`config.mk`:
```
export PLATFORM = sky130hd
export DESIGN_NAME = m3i_merge
export DESIGN_NICKNAME = d
export VERILOG_FILES = /design/src/hw/rtl/m3i_pkg.sv /design/src/hw/rtl/m3i_merge.sv
export SDC_FILE = /design/constraint.sdc
export NUM_CORES = 1
export LEC_CHECK = 0
export BUFFER_PORTS_ARGS = -buffer_cell sky130_fd_sc_hd__clkbuf_2
export CAP_MARGIN = 20
export CORE_AREA = 2 2 117 119
export DETAILED_ROUTE_END_ITERATION = 10
export DIE_AREA = 0 0 119 121
export MAX_ROUTING_LAYER = met4
export PLACE_DENSITY = 0.38
export SYNTH_ARGS = -nofsm -noshare
export SYNTH_HDL_FRONTEND = slang
export SYNTH_SLANG_ARGS = --single-unit
```
`constraint.sdc`:
```
create_clock -name vclk -period 0.8
set_input_delay 0.04 -clock vclk [all_inputs]
set_output_delay 0.04 -clock vclk [all_outputs]
set_load 0.03 [all_outputs]
```
`src/hw/rtl/m3i_pkg.sv`:
```
// ----------------------------------------------------------------------------
// m3i_pkg
// Shared widths, types and constants of the 3x3 matrix inverse unit.
// ----------------------------------------------------------------------------
package m3i_pkg;

    localparam int DATA_WIDTH = 16;
    localparam int FRAC_BITS  = 12;

    localparam int NUM_ELEMS = 9;
    localparam int PROD_W    = 2 * DATA_WIDTH;            // element product
    localparam int ADJ_W     = PROD_W + 1;                // cofactor
    localparam int DETP_W    = DATA_WIDTH + ADJ_W;        // element * cofactor
    localparam int DET_W     = DETP_W + 2;                // sum of three
    localparam int NUM_W     = ADJ_W + 2 * FRAC_BITS;     // scaled numerator
    localparam int QUO_W     = DATA_WIDTH + 1;            // quotient bits kept
    localparam int NUMHI_W   = NUM_W - QUO_W;
    localparam int WIDE_W    = NUM_W + DET_W;             // compare width
    localparam int REM_W     = DET_W;

    localparam int COF_LAT  = 4;
    localparam int LANE_LAT = QUO_W + 2;
    localparam int PIPE_LAT = COF_LAT + LANE_LAT;

    typedef logic signed [DATA_WIDTH-1:0] elem_t;
    typedef logic signed [ADJ_W-1:0]      adj_t;

    typedef struct packed {
        logic [DET_W-1:0] dmag;
        logic             neg;
        logic             zero;
    } det_info_t;

    typedef struct packed {
        logic [DATA_WIDTH-1:0] value;
        logic                  ovf;
    } lane_res_t;

endpackage

```
`src/hw/rtl/m3i_merge.sv`:
```
// ----------------------------------------------------------------------------
// m3i_merge
// Combine the nine lane results: OR the saturation flags and force zeros
// when the determinant was zero.
// ----------------------------------------------------------------------------
module m3i_merge (
    input  m3i_pkg::lane_res_t    lane [m3i_pkg::NUM_ELEMS],
    input  logic                  det_zero,
    output m3i_pkg::elem_t        inv [m3i_pkg::NUM_ELEMS],
    output logic                  singular,
    output logic                  overflow
);

    logic any_ovf;

    // Merge flags and zero out a singular result
    always_comb
    begin
        any_ovf = 1'b0;
        for (int k = 0; k < m3i_pkg::NUM_ELEMS; k++)
        begin
            any_ovf = any_ovf | lane[k].ovf;
            inv[k]  = det_zero ? '0 : m3i_pkg::elem_t'(lane[k].value);
        end
        singular = det_zero;
        overflow = any_ovf & ~det_zero;
    end

endmodule

```
Word-level counts from Yosys, hierarchy flattened
Index checks and enable logic that the tools add are counted.
- register bits: 0
- memories: 0
- memory bits (writable): 0
- bits in read-only memories: 0
- bits of input ports: 154
- word-level logic and storage cells: 19
- bits in latches: 0
- reduce and logical (&&, ||, !) cells: 0
- shift-type cells: 0
- $lt $le $gt $ge: 0
- add/sub/neg operators: 0
- equality and inequality tests: 0
- mux-type cells: 9
- divide/modulo/power cells: 0
- multiply operators: 0
- bitwise operators: 10
- operators with widths (cell ; number):
    $mux W16 ; 9
    $or A1 B1 Y1 ; 8
    $and A1 B1 Y1 ; 1
    $not A1 Y1 ; 1

Logic depth before layout (Yosys ltp)
- depth after elaboration: 9
- gate-level depth with buffers: 4
- gate-level depth less buffers: 2

Worst setup path after synthesis
Ideal clock, no wire load.
- kind: input to output
- from: input port det_zero
- to: output port inv[48] (netlist name)
- cell stages on the path: 4
- slack: -0.107 ns
- arrival time: 0.867 ns
- cells stage by stage: buf_6 -> buf_6 -> buf_6 -> nor2b_1
- RTL lines (item ; RTL line ; source):
    from (decl) ; m3i_merge.sv:8 ; input logic det_zero,
    to (decl) ; m3i_merge.sv:9 ; output m3i_pkg::elem_t inv [m3i_pkg::NUM_ELEMS],

Final worst setup path
- from: input port lane[51] (netlist name)
- to: output port overflow
- longest elaborated chain between the ends: 5
- RTL lines (item ; RTL line ; source):
    from (decl) ; m3i_merge.sv:7 ; input m3i_pkg::lane_res_t lane [m3i_pkg::NUM_ELEMS],
    $or A1 B1 Y1 (4 in a row) ; m3i_merge.sv:22 ; any_ovf = any_ovf | lane[k].ovf;
    $and A1 B1 Y1 ; m3i_merge.sv:26 ; overflow = any_ovf & ~det_zero;
    to (decl) ; m3i_merge.sv:11 ; output logic overflow
No other way between the ends.

==> results.toml <==
[power_and_ir_drop]
cellLeakagePower_nw = 1.79
peakVddDrop_uv = 288
p_total_mw = 2.21
power.density_nw_per_um2 = 705

[global_route]
grt_pass1_vias = 2081
grt_first_pass_wirelength_mm = 10.3
grt_start_max_net_pins = 70
gr-total-overflow = 0
grtUsageTotal = 0.0901
antenna_found_initial = 0

[worst_setup_path]
crit_required_ns = 0.76
critPathMaxFanout = 1
slowest_stage = "nor4_2"
path_class = "in2out"
crit_chain = "clkbuf_2 -> nor4_2 -> a31oi_2 -> buf_6"
arrival_ns = 0.75
critical-path-top-delay-family = "simple AND/OR/NAND/NOR gates"
cp_num_buf_inv = 2
critical_path.endpoint_type = "output pin"
cp-start-kind = "input port"
cpPeakStageDelay_ns = 0.31

[synthesis]
ys_warn_count = 0
ys_seq_area_frac = 0
synth_area_um2 = 1160
synth_nets = 319
syn_inst = 165
avgSynthCellArea_um2 = 7.04
ys_types = 9

[layout]
multi_input_area_um2 = 1070
mostFrequentLayoutCells = "clkbuf_2, nor2b_1, nor2b_2"
antenna_cells = 0
area_growth_pct = 170
fill_cells = 1467
flops_and_latches = 0
fin_nets = 611
final_common_cell = "clkbuf_2"
nClkBuffers = 0
final_cell_area_um2 = 3130
drive_gt1_frac = 0.798
final_cells = 631
register_area_um2 = 0

[placement]
pre_cts_ws_ns = -0.0592
placedCellCount = 627
port_buffers = 300
dp_hpwl_mm = 6.59
place_congestion = 0.730
placed_cell_area_um2 = 2810

[drt]
via_per_inst = 3.55
ant_nets = 0
drc = 0
first_pass_iters = 4
wl_per_cell_um = 12.8
num_vias = 2240
drt_iter0_markers = 26
drt-total-wl_mm = 8.05

[timing]
hold_viol_final = 0
slew_headroom = 0.827
maxSlewViolCount = 0
rsz0062_at_grt = "true"
setup_viol = 0
worstMarginPinSlew_ns = 0.258
period_share = 0.991
fin_crit_ns = 0.793
fmax_mhz = 1260
fin_ws_ns = 0.00689

[floorplanning]
dieArea_um2 = 14400
die_w_um = 119
coreArea_um2 = 13100
io_pins = 300
start_util = 0.0887
die_y_um = 121
rows = 42

[flow_run]
maxCapViolations = 0

[clock_network]
hold_buffers = 0
postCtsSetupRepairBufs = 0

[run_status]
status = "finished, final reports clean"

[hold_path]
hold_path_class = "in2out"
==> metrics by stage <==
step	util	setup TNS (ns)	hold slack, ns
finish	0.240	0	0.421
global route	0.240	-0.156	0.439
CTS	0.224	-0.604	0.437
detailed placement	0.215	-1.08	0.437
global placement	0.215	-0.449	0.440
floorplan	-	-0.681	0.212
==> worst paths after layout <==
check | startpoint | endpoint | cells after the start
setup / recovery | lane[51] | overflow | 4
hold / removal | lane[11] | inv[10] | 3
==> cell usage after synthesis <==
cell type / instances / area share
nor2b_1: 101 / 0.54
buf_2: 9 / 0.039
buf_4: 1 / 0.0065
nor2b_2: 43 / 0.32
a31oi_1: 1 / 0.0054
nor2_1: 1 / 0.0032
nor4_1: 1 / 0.0054
buf_6: 7 / 0.068
nor3_1: 1 / 0.0043
==> report_power, final <==
part | switching [mW] | total, mW | internal [mW]
logic | 1.30 | 2.21 | 0.909
clock network | 0 | 0 | 0
registers | 0 | 0 | 0
==> cell type report <==
type | instances | area share
multi-input cells | 148 | 0.341
well taps | 176 | 0.0703
repair buffers | 307 | 0.588
==> what timing repair did <==
item                                    4_1_cts  5_1_grt
gates cloned                                  0        4
resized for setup                            41      149
endpoints found under the setup margin       76      137
==> logic make-up (layout without fill, tap and decap cells) <==
kind of cell | count (synthesis) | in the layout | synth area share
simple gates | 147 | 147 | 0.881
buf+inv | 17 | 307 | 0.113
compound gates | 1 | 1 | 0.00539
==> per-layer routing <==
layer  vias up  wire (um)  track usage
met2       178       4530        0.198
met5         -          0            -
li1       1064          -            -
met3         0        711       0.0113
met4         0          0            0
met1       998       2810       0.0869
Power figures use the tool's default switching activity.
