## src/hw/rtl/m3i_pkg.sv

```systemverilog
// ----------------------------------------------------------------------------
// m3i_pkg
// Shared widths, types and constants of the 3x3 matrix inverse unit.
// ----------------------------------------------------------------------------
package m3i_pkg;

    localparam int DATA_WIDTH = 16;
    localparam int FRAC_BITS  = 12;

    localparam int NUM_ELEMS = 9;
    localparam int PROD_W    = 2 * DATA_WIDTH;            // element product
    localparam int ADJ_W     = PROD_W + 1;                // cofactor
    localparam int DETP_W    = DATA_WIDTH + ADJ_W;        // element * cofactor
    localparam int DET_W     = DETP_W + 2;                // sum of three
    localparam int NUM_W     = ADJ_W + 2 * FRAC_BITS;     // scaled numerator
    localparam int QUO_W     = DATA_WIDTH + 1;            // quotient bits kept
    localparam int NUMHI_W   = NUM_W - QUO_W;
    localparam int WIDE_W    = NUM_W + DET_W;             // compare width
    localparam int REM_W     = DET_W;

    localparam int COF_LAT  = 4;
    localparam int LANE_LAT = QUO_W + 2;
    localparam int PIPE_LAT = COF_LAT + LANE_LAT;

    typedef logic signed [DATA_WIDTH-1:0] elem_t;
    typedef logic signed [ADJ_W-1:0]      adj_t;

    typedef struct packed {
        logic [DET_W-1:0] dmag;
        logic             neg;
        logic             zero;
    } det_info_t;

    typedef struct packed {
        logic [DATA_WIDTH-1:0] value;
        logic                  ovf;
    } lane_res_t;

endpackage

```

## src/hw/rtl/m3i_div_lane.sv

```systemverilog
// ----------------------------------------------------------------------------
// m3i_div_lane
// One inverse element: scaled cofactor over determinant, restoring division
// one quotient bit per stage, then round half away from zero and saturate.
// ----------------------------------------------------------------------------
module m3i_div_lane (
    input  logic                  clk,
    input  logic                  en,
    input  m3i_pkg::adj_t         adj,
    input  m3i_pkg::det_info_t    det,
    output m3i_pkg::lane_res_t    res
);

    localparam int QW = m3i_pkg::QUO_W;
    localparam int RW = m3i_pkg::REM_W;

    logic [m3i_pkg::ADJ_W-1:0]   adj_mag;
    logic [m3i_pkg::NUM_W-1:0]   num_mag;
    logic [m3i_pkg::NUMHI_W-1:0] num_hi;
    logic                        pre_ovf;

    logic [RW-1:0]               rem_reg  [QW+1];
    logic [QW-1:0]               quo_reg  [QW+1];
    logic [QW-1:0]               low_reg  [QW+1];
    logic [m3i_pkg::DET_W-1:0]   dmag_reg [QW+1];
    logic                        neg_reg  [QW+1];
    logic                        povf_reg [QW+1];

    logic                        round_up;
    logic [QW:0]                 quo_rnd;
    logic [QW:0]                 lim;
    logic                        sat;
    logic [QW:0]                 mag;
    m3i_pkg::lane_res_t          res_next;
    m3i_pkg::lane_res_t          res_reg;

    // Scale the numerator and test for a quotient beyond the kept bits
    always_comb
    begin
        adj_mag = adj[m3i_pkg::ADJ_W-1] ? m3i_pkg::ADJ_W'(-adj) : adj;
        num_mag = {adj_mag, {(2 * m3i_pkg::FRAC_BITS){1'b0}}};
        num_hi  = num_mag[m3i_pkg::NUM_W-1:QW];
        pre_ovf = m3i_pkg::WIDE_W'(num_hi) >= m3i_pkg::WIDE_W'(det.dmag);
    end

    always_ff @(posedge clk)
    begin
        if (en)
        begin
            rem_reg[0]  <= RW'(num_hi);
            quo_reg[0]  <= '0;
            low_reg[0]  <= num_mag[QW-1:0];
            dmag_reg[0] <= det.dmag;
            neg_reg[0]  <= adj[m3i_pkg::ADJ_W-1] ^ det.neg;
            povf_reg[0] <= pre_ovf;
        end
    end

    // One restoring step per stage
    for (genvar s = 0; s < QW; s++) begin : g_step
        logic [RW:0] trial;
        logic        ge;

        always_comb
        begin
            trial = {rem_reg[s], low_reg[s][QW-1]};
            ge    = trial >= {1'b0, dmag_reg[s]};
        end

        always_ff @(posedge clk)
        begin
            if (en)
            begin
                rem_reg[s+1]  <= ge ? RW'(trial - {1'b0, dmag_reg[s]}) : RW'(trial);
                quo_reg[s+1]  <= {quo_reg[s][QW-2:0], ge};
                low_reg[s+1]  <= {low_reg[s][QW-2:0], 1'b0};
                dmag_reg[s+1] <= dmag_reg[s];
                neg_reg[s+1]  <= neg_reg[s];
                povf_reg[s+1] <= povf_reg[s];
            end
        end
    end

    // Round, saturate and apply the sign
    always_comb
    begin
        round_up = {rem_reg[QW], 1'b0} >= {1'b0, dmag_reg[QW]};
        quo_rnd  = {1'b0, quo_reg[QW]} + (QW+1)'(round_up);
        lim      = neg_reg[QW] ? (QW+1)'(1) << (m3i_pkg::DATA_WIDTH - 1)
                               : ((QW+1)'(1) << (m3i_pkg::DATA_WIDTH - 1)) - (QW+1)'(1);
        sat      = povf_reg[QW] || (quo_rnd > lim);
        mag      = sat ? lim : quo_rnd;
        res_next.value = neg_reg[QW] ? m3i_pkg::DATA_WIDTH'(-mag)
                                     : m3i_pkg::DATA_WIDTH'(mag);
        res_next.ovf   = sat;
    end

    always_ff @(posedge clk)
    begin
        if (en)
        begin
            res_reg <= res_next;
        end
    end

    assign res = res_reg;

endmodule

```

## config.mk

```make
export PLATFORM = sky130hd
export DESIGN_NAME = m3i_div_lane
export DESIGN_NICKNAME = d
export VERILOG_FILES = /design/src/hw/rtl/m3i_pkg.sv /design/src/hw/rtl/m3i_div_lane.sv
export SDC_FILE = /design/constraint.sdc
export NUM_CORES = 2
export LEC_CHECK = 0
export ABC_AREA = 1
export BUFFER_PORTS_ARGS = -buffer_cell sky130_fd_sc_hd__buf_2
export CAP_MARGIN = 40
export CELL_PAD_IN_SITES_DETAIL_PLACEMENT = 1
export CELL_PAD_IN_SITES_GLOBAL_PLACEMENT = 1
export CORE_AREA = 4 4 542 544
export DETAILED_ROUTE_END_ITERATION = 8
export DIE_AREA = 0 0 546 548
export GPL_TIMING_DRIVEN = 1
export PLACE_DENSITY = 0.83
export SLEW_MARGIN = 20
export SYNTH_ARGS = -nofsm -noshare
export SYNTH_HDL_FRONTEND = slang
export SYNTH_SLANG_ARGS = --single-unit
```

## constraint.sdc

```tcl
create_clock -name clk -period 13.04 [get_ports clk]
set_input_delay 2.608 -clock clk [delete_from_list [all_inputs] [get_ports clk]]
set_output_delay 2.608 -clock clk [all_outputs]
set_load 0.01 [all_outputs]
```

# == Word level (Yosys, flattened, before mapping) ==
# Memories as Yosys holds them, arrays and structs flattened.
# Cells that the tools add are included.
# word_totals
ramBits,2466
mem_count,6
ff_bits,17
input_bits,88
# memory_table
memory,words,width,rd,rd_ports_with_merged_regs,wr,line,text
dmag_reg,18,51,18,0,18,m3i_div_lane.sv:25,logic [m3i_pkg::DET_W-1:0] dmag_reg [QW+1];
rem_reg,18,51,18,0,18,m3i_div_lane.sv:22,logic [RW-1:0] rem_reg [QW+1];
quo_reg,18,17,18,0,18,m3i_div_lane.sv:23,logic [QW-1:0] quo_reg [QW+1];
low_reg,18,16,17,0,18,m3i_div_lane.sv:24,logic [QW-1:0] low_reg [QW+1];
neg_reg,18,1,18,0,18,m3i_div_lane.sv:26,logic neg_reg [QW+1];
povf_reg,18,1,18,0,18,m3i_div_lane.sv:27,logic povf_reg [QW+1];
# classes
bitwise,1
reduce_logical,1
addsub,20
n_lt_le_gt_ge,20
mux,23
# op_table
operator,n
52-bit by 51-bit greater-or-equal comparator with 1-bit output,18
51-bit 2-to-1 mux,17
51-bit subtractor,17
40-bit by 51-bit greater-or-equal comparator with 1-bit output,1
16-bit 2-to-1 mux,3
33-bit 2-to-1 mux,1
33-bit negator,1
17-bit by 1-bit adder with 18-bit output,1
18-bit by 16-bit > comparator with 1-bit output,1
16-bit negator,1
1-bit 2-to-1 mux,2
1-bit logical OR,1
1-bit XOR,1

# == Depth between registers and ports, before layout ==
# An unclocked memory read counts as a cell.
# logic_depth
ltp_word,8
mapped_depth,42

# == Least setup slack after synthesis ==
# Ideal clock, no wire load.
# synth_timing
kind,input to register
start,in adj[1]
end,mem povf_reg[0] (data pin)
t_arrival_ns,5.054
stages,19
slack_ns,7.727
cell_sequence,inv_1 -> ha_1 -> nand3_1 -> nor3_1 -> nand3_1 -> nor2_1 -> nand4_1 -> nor4_1 -> nand3_1 -> nand2_1 -> o21ai_0 -> xor2_1 -> ha_1 -> nand2_1 -> nor2_1 -> a211oi_1 -> o21ai_0 -> nand3_1 -> nand3_1
# synth_rtl
item,line,text
"start, declared",m3i_div_lane.sv:9,"input m3i_pkg::adj_t adj,"
"end, declared",m3i_div_lane.sv:27,

==> reports/qor.txt <==
Status: complete, no violations
Reg2Reg Depth: 36
Placeable core region: 290,000 um^2
Commonest non-fill, non-tap cell in the layout: nand2_1
Top FF cell, synth: edfxtp_1
H-tree depth: 4
Syn Area/Cell: 8.88 um^2
Number of I/O port buffers: 103
Pre-CTS WS: 5.70 ns
CP Max Fanout: 18
Flop and latch count out of synthesis: 2,024
Slew Viols, Final: 0
Placed Area: 135,000 um^2
Die X: 546 um
Hold Crit Depth: 0
Tmin final: 7.30 ns
Total track usage: 31.0%
Row count: 198
Min Hold Slack: 0.377 ns
I/O pin count: 105
First-pass detailed-route iteration total: 5
Area grow syn2layout: 10.6%
Async SR Flop Fraction: 0%
Postcts setup bufs: 0
Final nets: 16,000
GP Congestion: 0.966
Die footprint: 299,000 um^2
Hold Crit Start: quo_reg[7][2]
Num CTS Buffers: 237
CTS Sinks: 2,024
Layout cells sized above 1: 5.95%
Pwr dens: 250 nW/um^2
Cell variety after synth: 64
Post-route cell area: 143,000 um^2
Max cap viols: 0
Clock-pin slew on the worst setup and hold paths: 0.06 ns
DR vias/cell: 5.50
Residual DRC count: 0
Setup CP Type: reg2reg
Clk Latency, worst-skew pair: 0.96 ns
First-pass GRT wire length: 696,000 um
YS warnings: 0
HPWL after DPL: 395,000 um
Most used cell, CP: nand2_1
Final setup margin: 5.74 ns
Fmax: 137 MHz
Initial core utilization: 44.7%
Buffer depth of the longest clock path: 4
Tightest Pin Transition: 1.04 ns
Sink of the worst hold path: quo_reg[8][3]
Detailed-route via count: 104,000
CP peak stage delay: 0.53 ns
Max reg flops: 918
Final Hold Fails: 0
GRT overflow: 0
WL/cell: 24.9 um
Clock Skew: 0.0772 ns
WP data arrival: 7.97 ns
Netlist Area Pre-Place: 130,000 um^2
Leakage: 59.5 nW
Post-route setup TNS: 0 ns
Tcrit/Tclk final: 55.9%
Largest net degree at the start of global routing: 174
DR iter-0 viols: 4,595
CP endpoint kind: register
Slew margin rel.: 30.5%
Die H: 548 um
Post-cts sizing count: 0
Root Driver: clkbuf_16
# setup viols final: 0
Most frequent cells in the layout: nand2_1 (2,688), inv_1 (2,158), edfxtp_1 (2,024)
Peak supply drop: 0.198 mV
RSZ-0062 raised after global routing: no
Startpoint Class: register
Setup slack, reg-to-reg: 5.74 ns
Data required, critical path: 13.72 ns
Reg-to-reg startpoint: rem_reg[17][14]
CTS tree: done
Post-CTS Hold Fix Bufs: 0
Initial antenna violation count: 6
Number of global-route vias before repair: 117,000
EDFF count, synth: 2,024
Worst hold-check path type: reg2reg
Post-route ant nets: 0
Routed wire length: 471,000 um
Critical-path top delay cell: nand2_1
FF-to-FF End: res[13]
Register area share after synthesis: 46.9%
Mapped Cells: 14,600
-- per-layer routing --
| layer | wire length [um] | global-route usage, % | vias up | part of all wire (%) |
|---|---|---|---|---|
| met5 | 0 | 0 | - | 0 |
| met4 | 58300 | 31.4 | 0 | 12 |
| met3 | 9770 | 2.69 | 1441 | 2.1 |
| met2 | 272000 | 64.9 | 1917 | 58 |
| met1 | 130000 | 23.0 | 50300 | 28 |
| li1 | - | - | 50500 | - |
-- synth_stat cells, types with 19 or more instances --
master	count	area (um^2)
xor2_1	383	3350
edfxtp_1	2024	60800
nor2_1	1460	5480
a31oi_1	173	1080
a311oi_1	19	166
nor3_1	121	606
o21bai_1	67	503
ha_1	953	11900
o21ai_0	1200	6010
and3_1	40	250
buf_6	76	856
a21oi_1	1164	5830
or2_2	35	219
o21ai_2	82	718
nor2_2	25	156
nor4_1	41	257
o21a_1	115	863
inv_2	23	86.3
clkbuf_1	56	210
a21o_1	135	1010
nand4_1	125	782
nand2_2	24	150
a211oi_1	43	323
buf_2	29	145
o21ai_1	252	1260
inv_1	2162	8120
nand2_1	2688	10100
a21boi_0	112	841
xnor2_1	440	3850
nand3_1	307	1540
-- logic make-up after synthesis --
logic type,Yosys count,synth area share [%]
buf+inv,2365,7.35
simple gates,4923,15.5
xor+xnor,823,5.56
fa+ha+maj,969,9.45
other cells,1,0.00289
compound gates,3483,15.2
flops,2024,46.9
-- report_power, final --
| part | internal [mW] | switching (mW) |
|---|---|---|
| combinational | 5.82 | 12.3 |
| clock | 4.20 | 2.86 |
| sequential | 9.61 | 0.966 |
-- worst max-delay path, delay by kind of cell (launching register included) --
| kind | cells | cell delay [ns] |
|---|---|---|
| buffers and inverters | 2 | 0.13 |
| XOR/XNOR | 1 | 0.47 |
| adder cells (fa/ha/maj) | 5 | 1.52 |
| AO/OA/AOI/OAI | 4 | 1.14 |
| flip-flops | 1 | 0.38 |
| AND/OR/NAND/NOR | 24 | 3.35 |
-- worst max-delay path by stage --
stage	end	start	slack, ns
floorplan	povf_reg[0]	adj[1]	7.73
global placement	res[13]	rem_reg[17][14]	5.89
detailed placement	res[13]	rem_reg[17][14]	5.70
CTS	res[13]	rem_reg[17][14]	5.64
global route	res[13]	rem_reg[17][14]	5.21
finish	res[13]	rem_reg[17][14]	5.74
-- cell type report --
class	count	area, um^2
Inverter	2189	8230
Fill cell	33600	146000
Sequential cell	2024	60800
Clock inverter	168	2040
Timing Repair Buffer	270	1990
Antenna cell	14	35.0
Tap cell	3800	4750
Multi-Input combinational cell	10200	59300
Clock buffer	275	6140
-- metrics by stage --
stage | std cells | total power [mW] | utilization, %
after floorplan | 14600 | 22.1 | -
after global placement | 18400 | 28.1 | 46.4
after detailed placement | 18500 | 28.7 | 46.6
after CTS | 18900 | 35.9 | 49.4
after global routing | 18900 | 38.1 | 49.5
final | 18900 | 35.8 | 49.5
No activity file was read; power rests on OpenSTA's default activity.
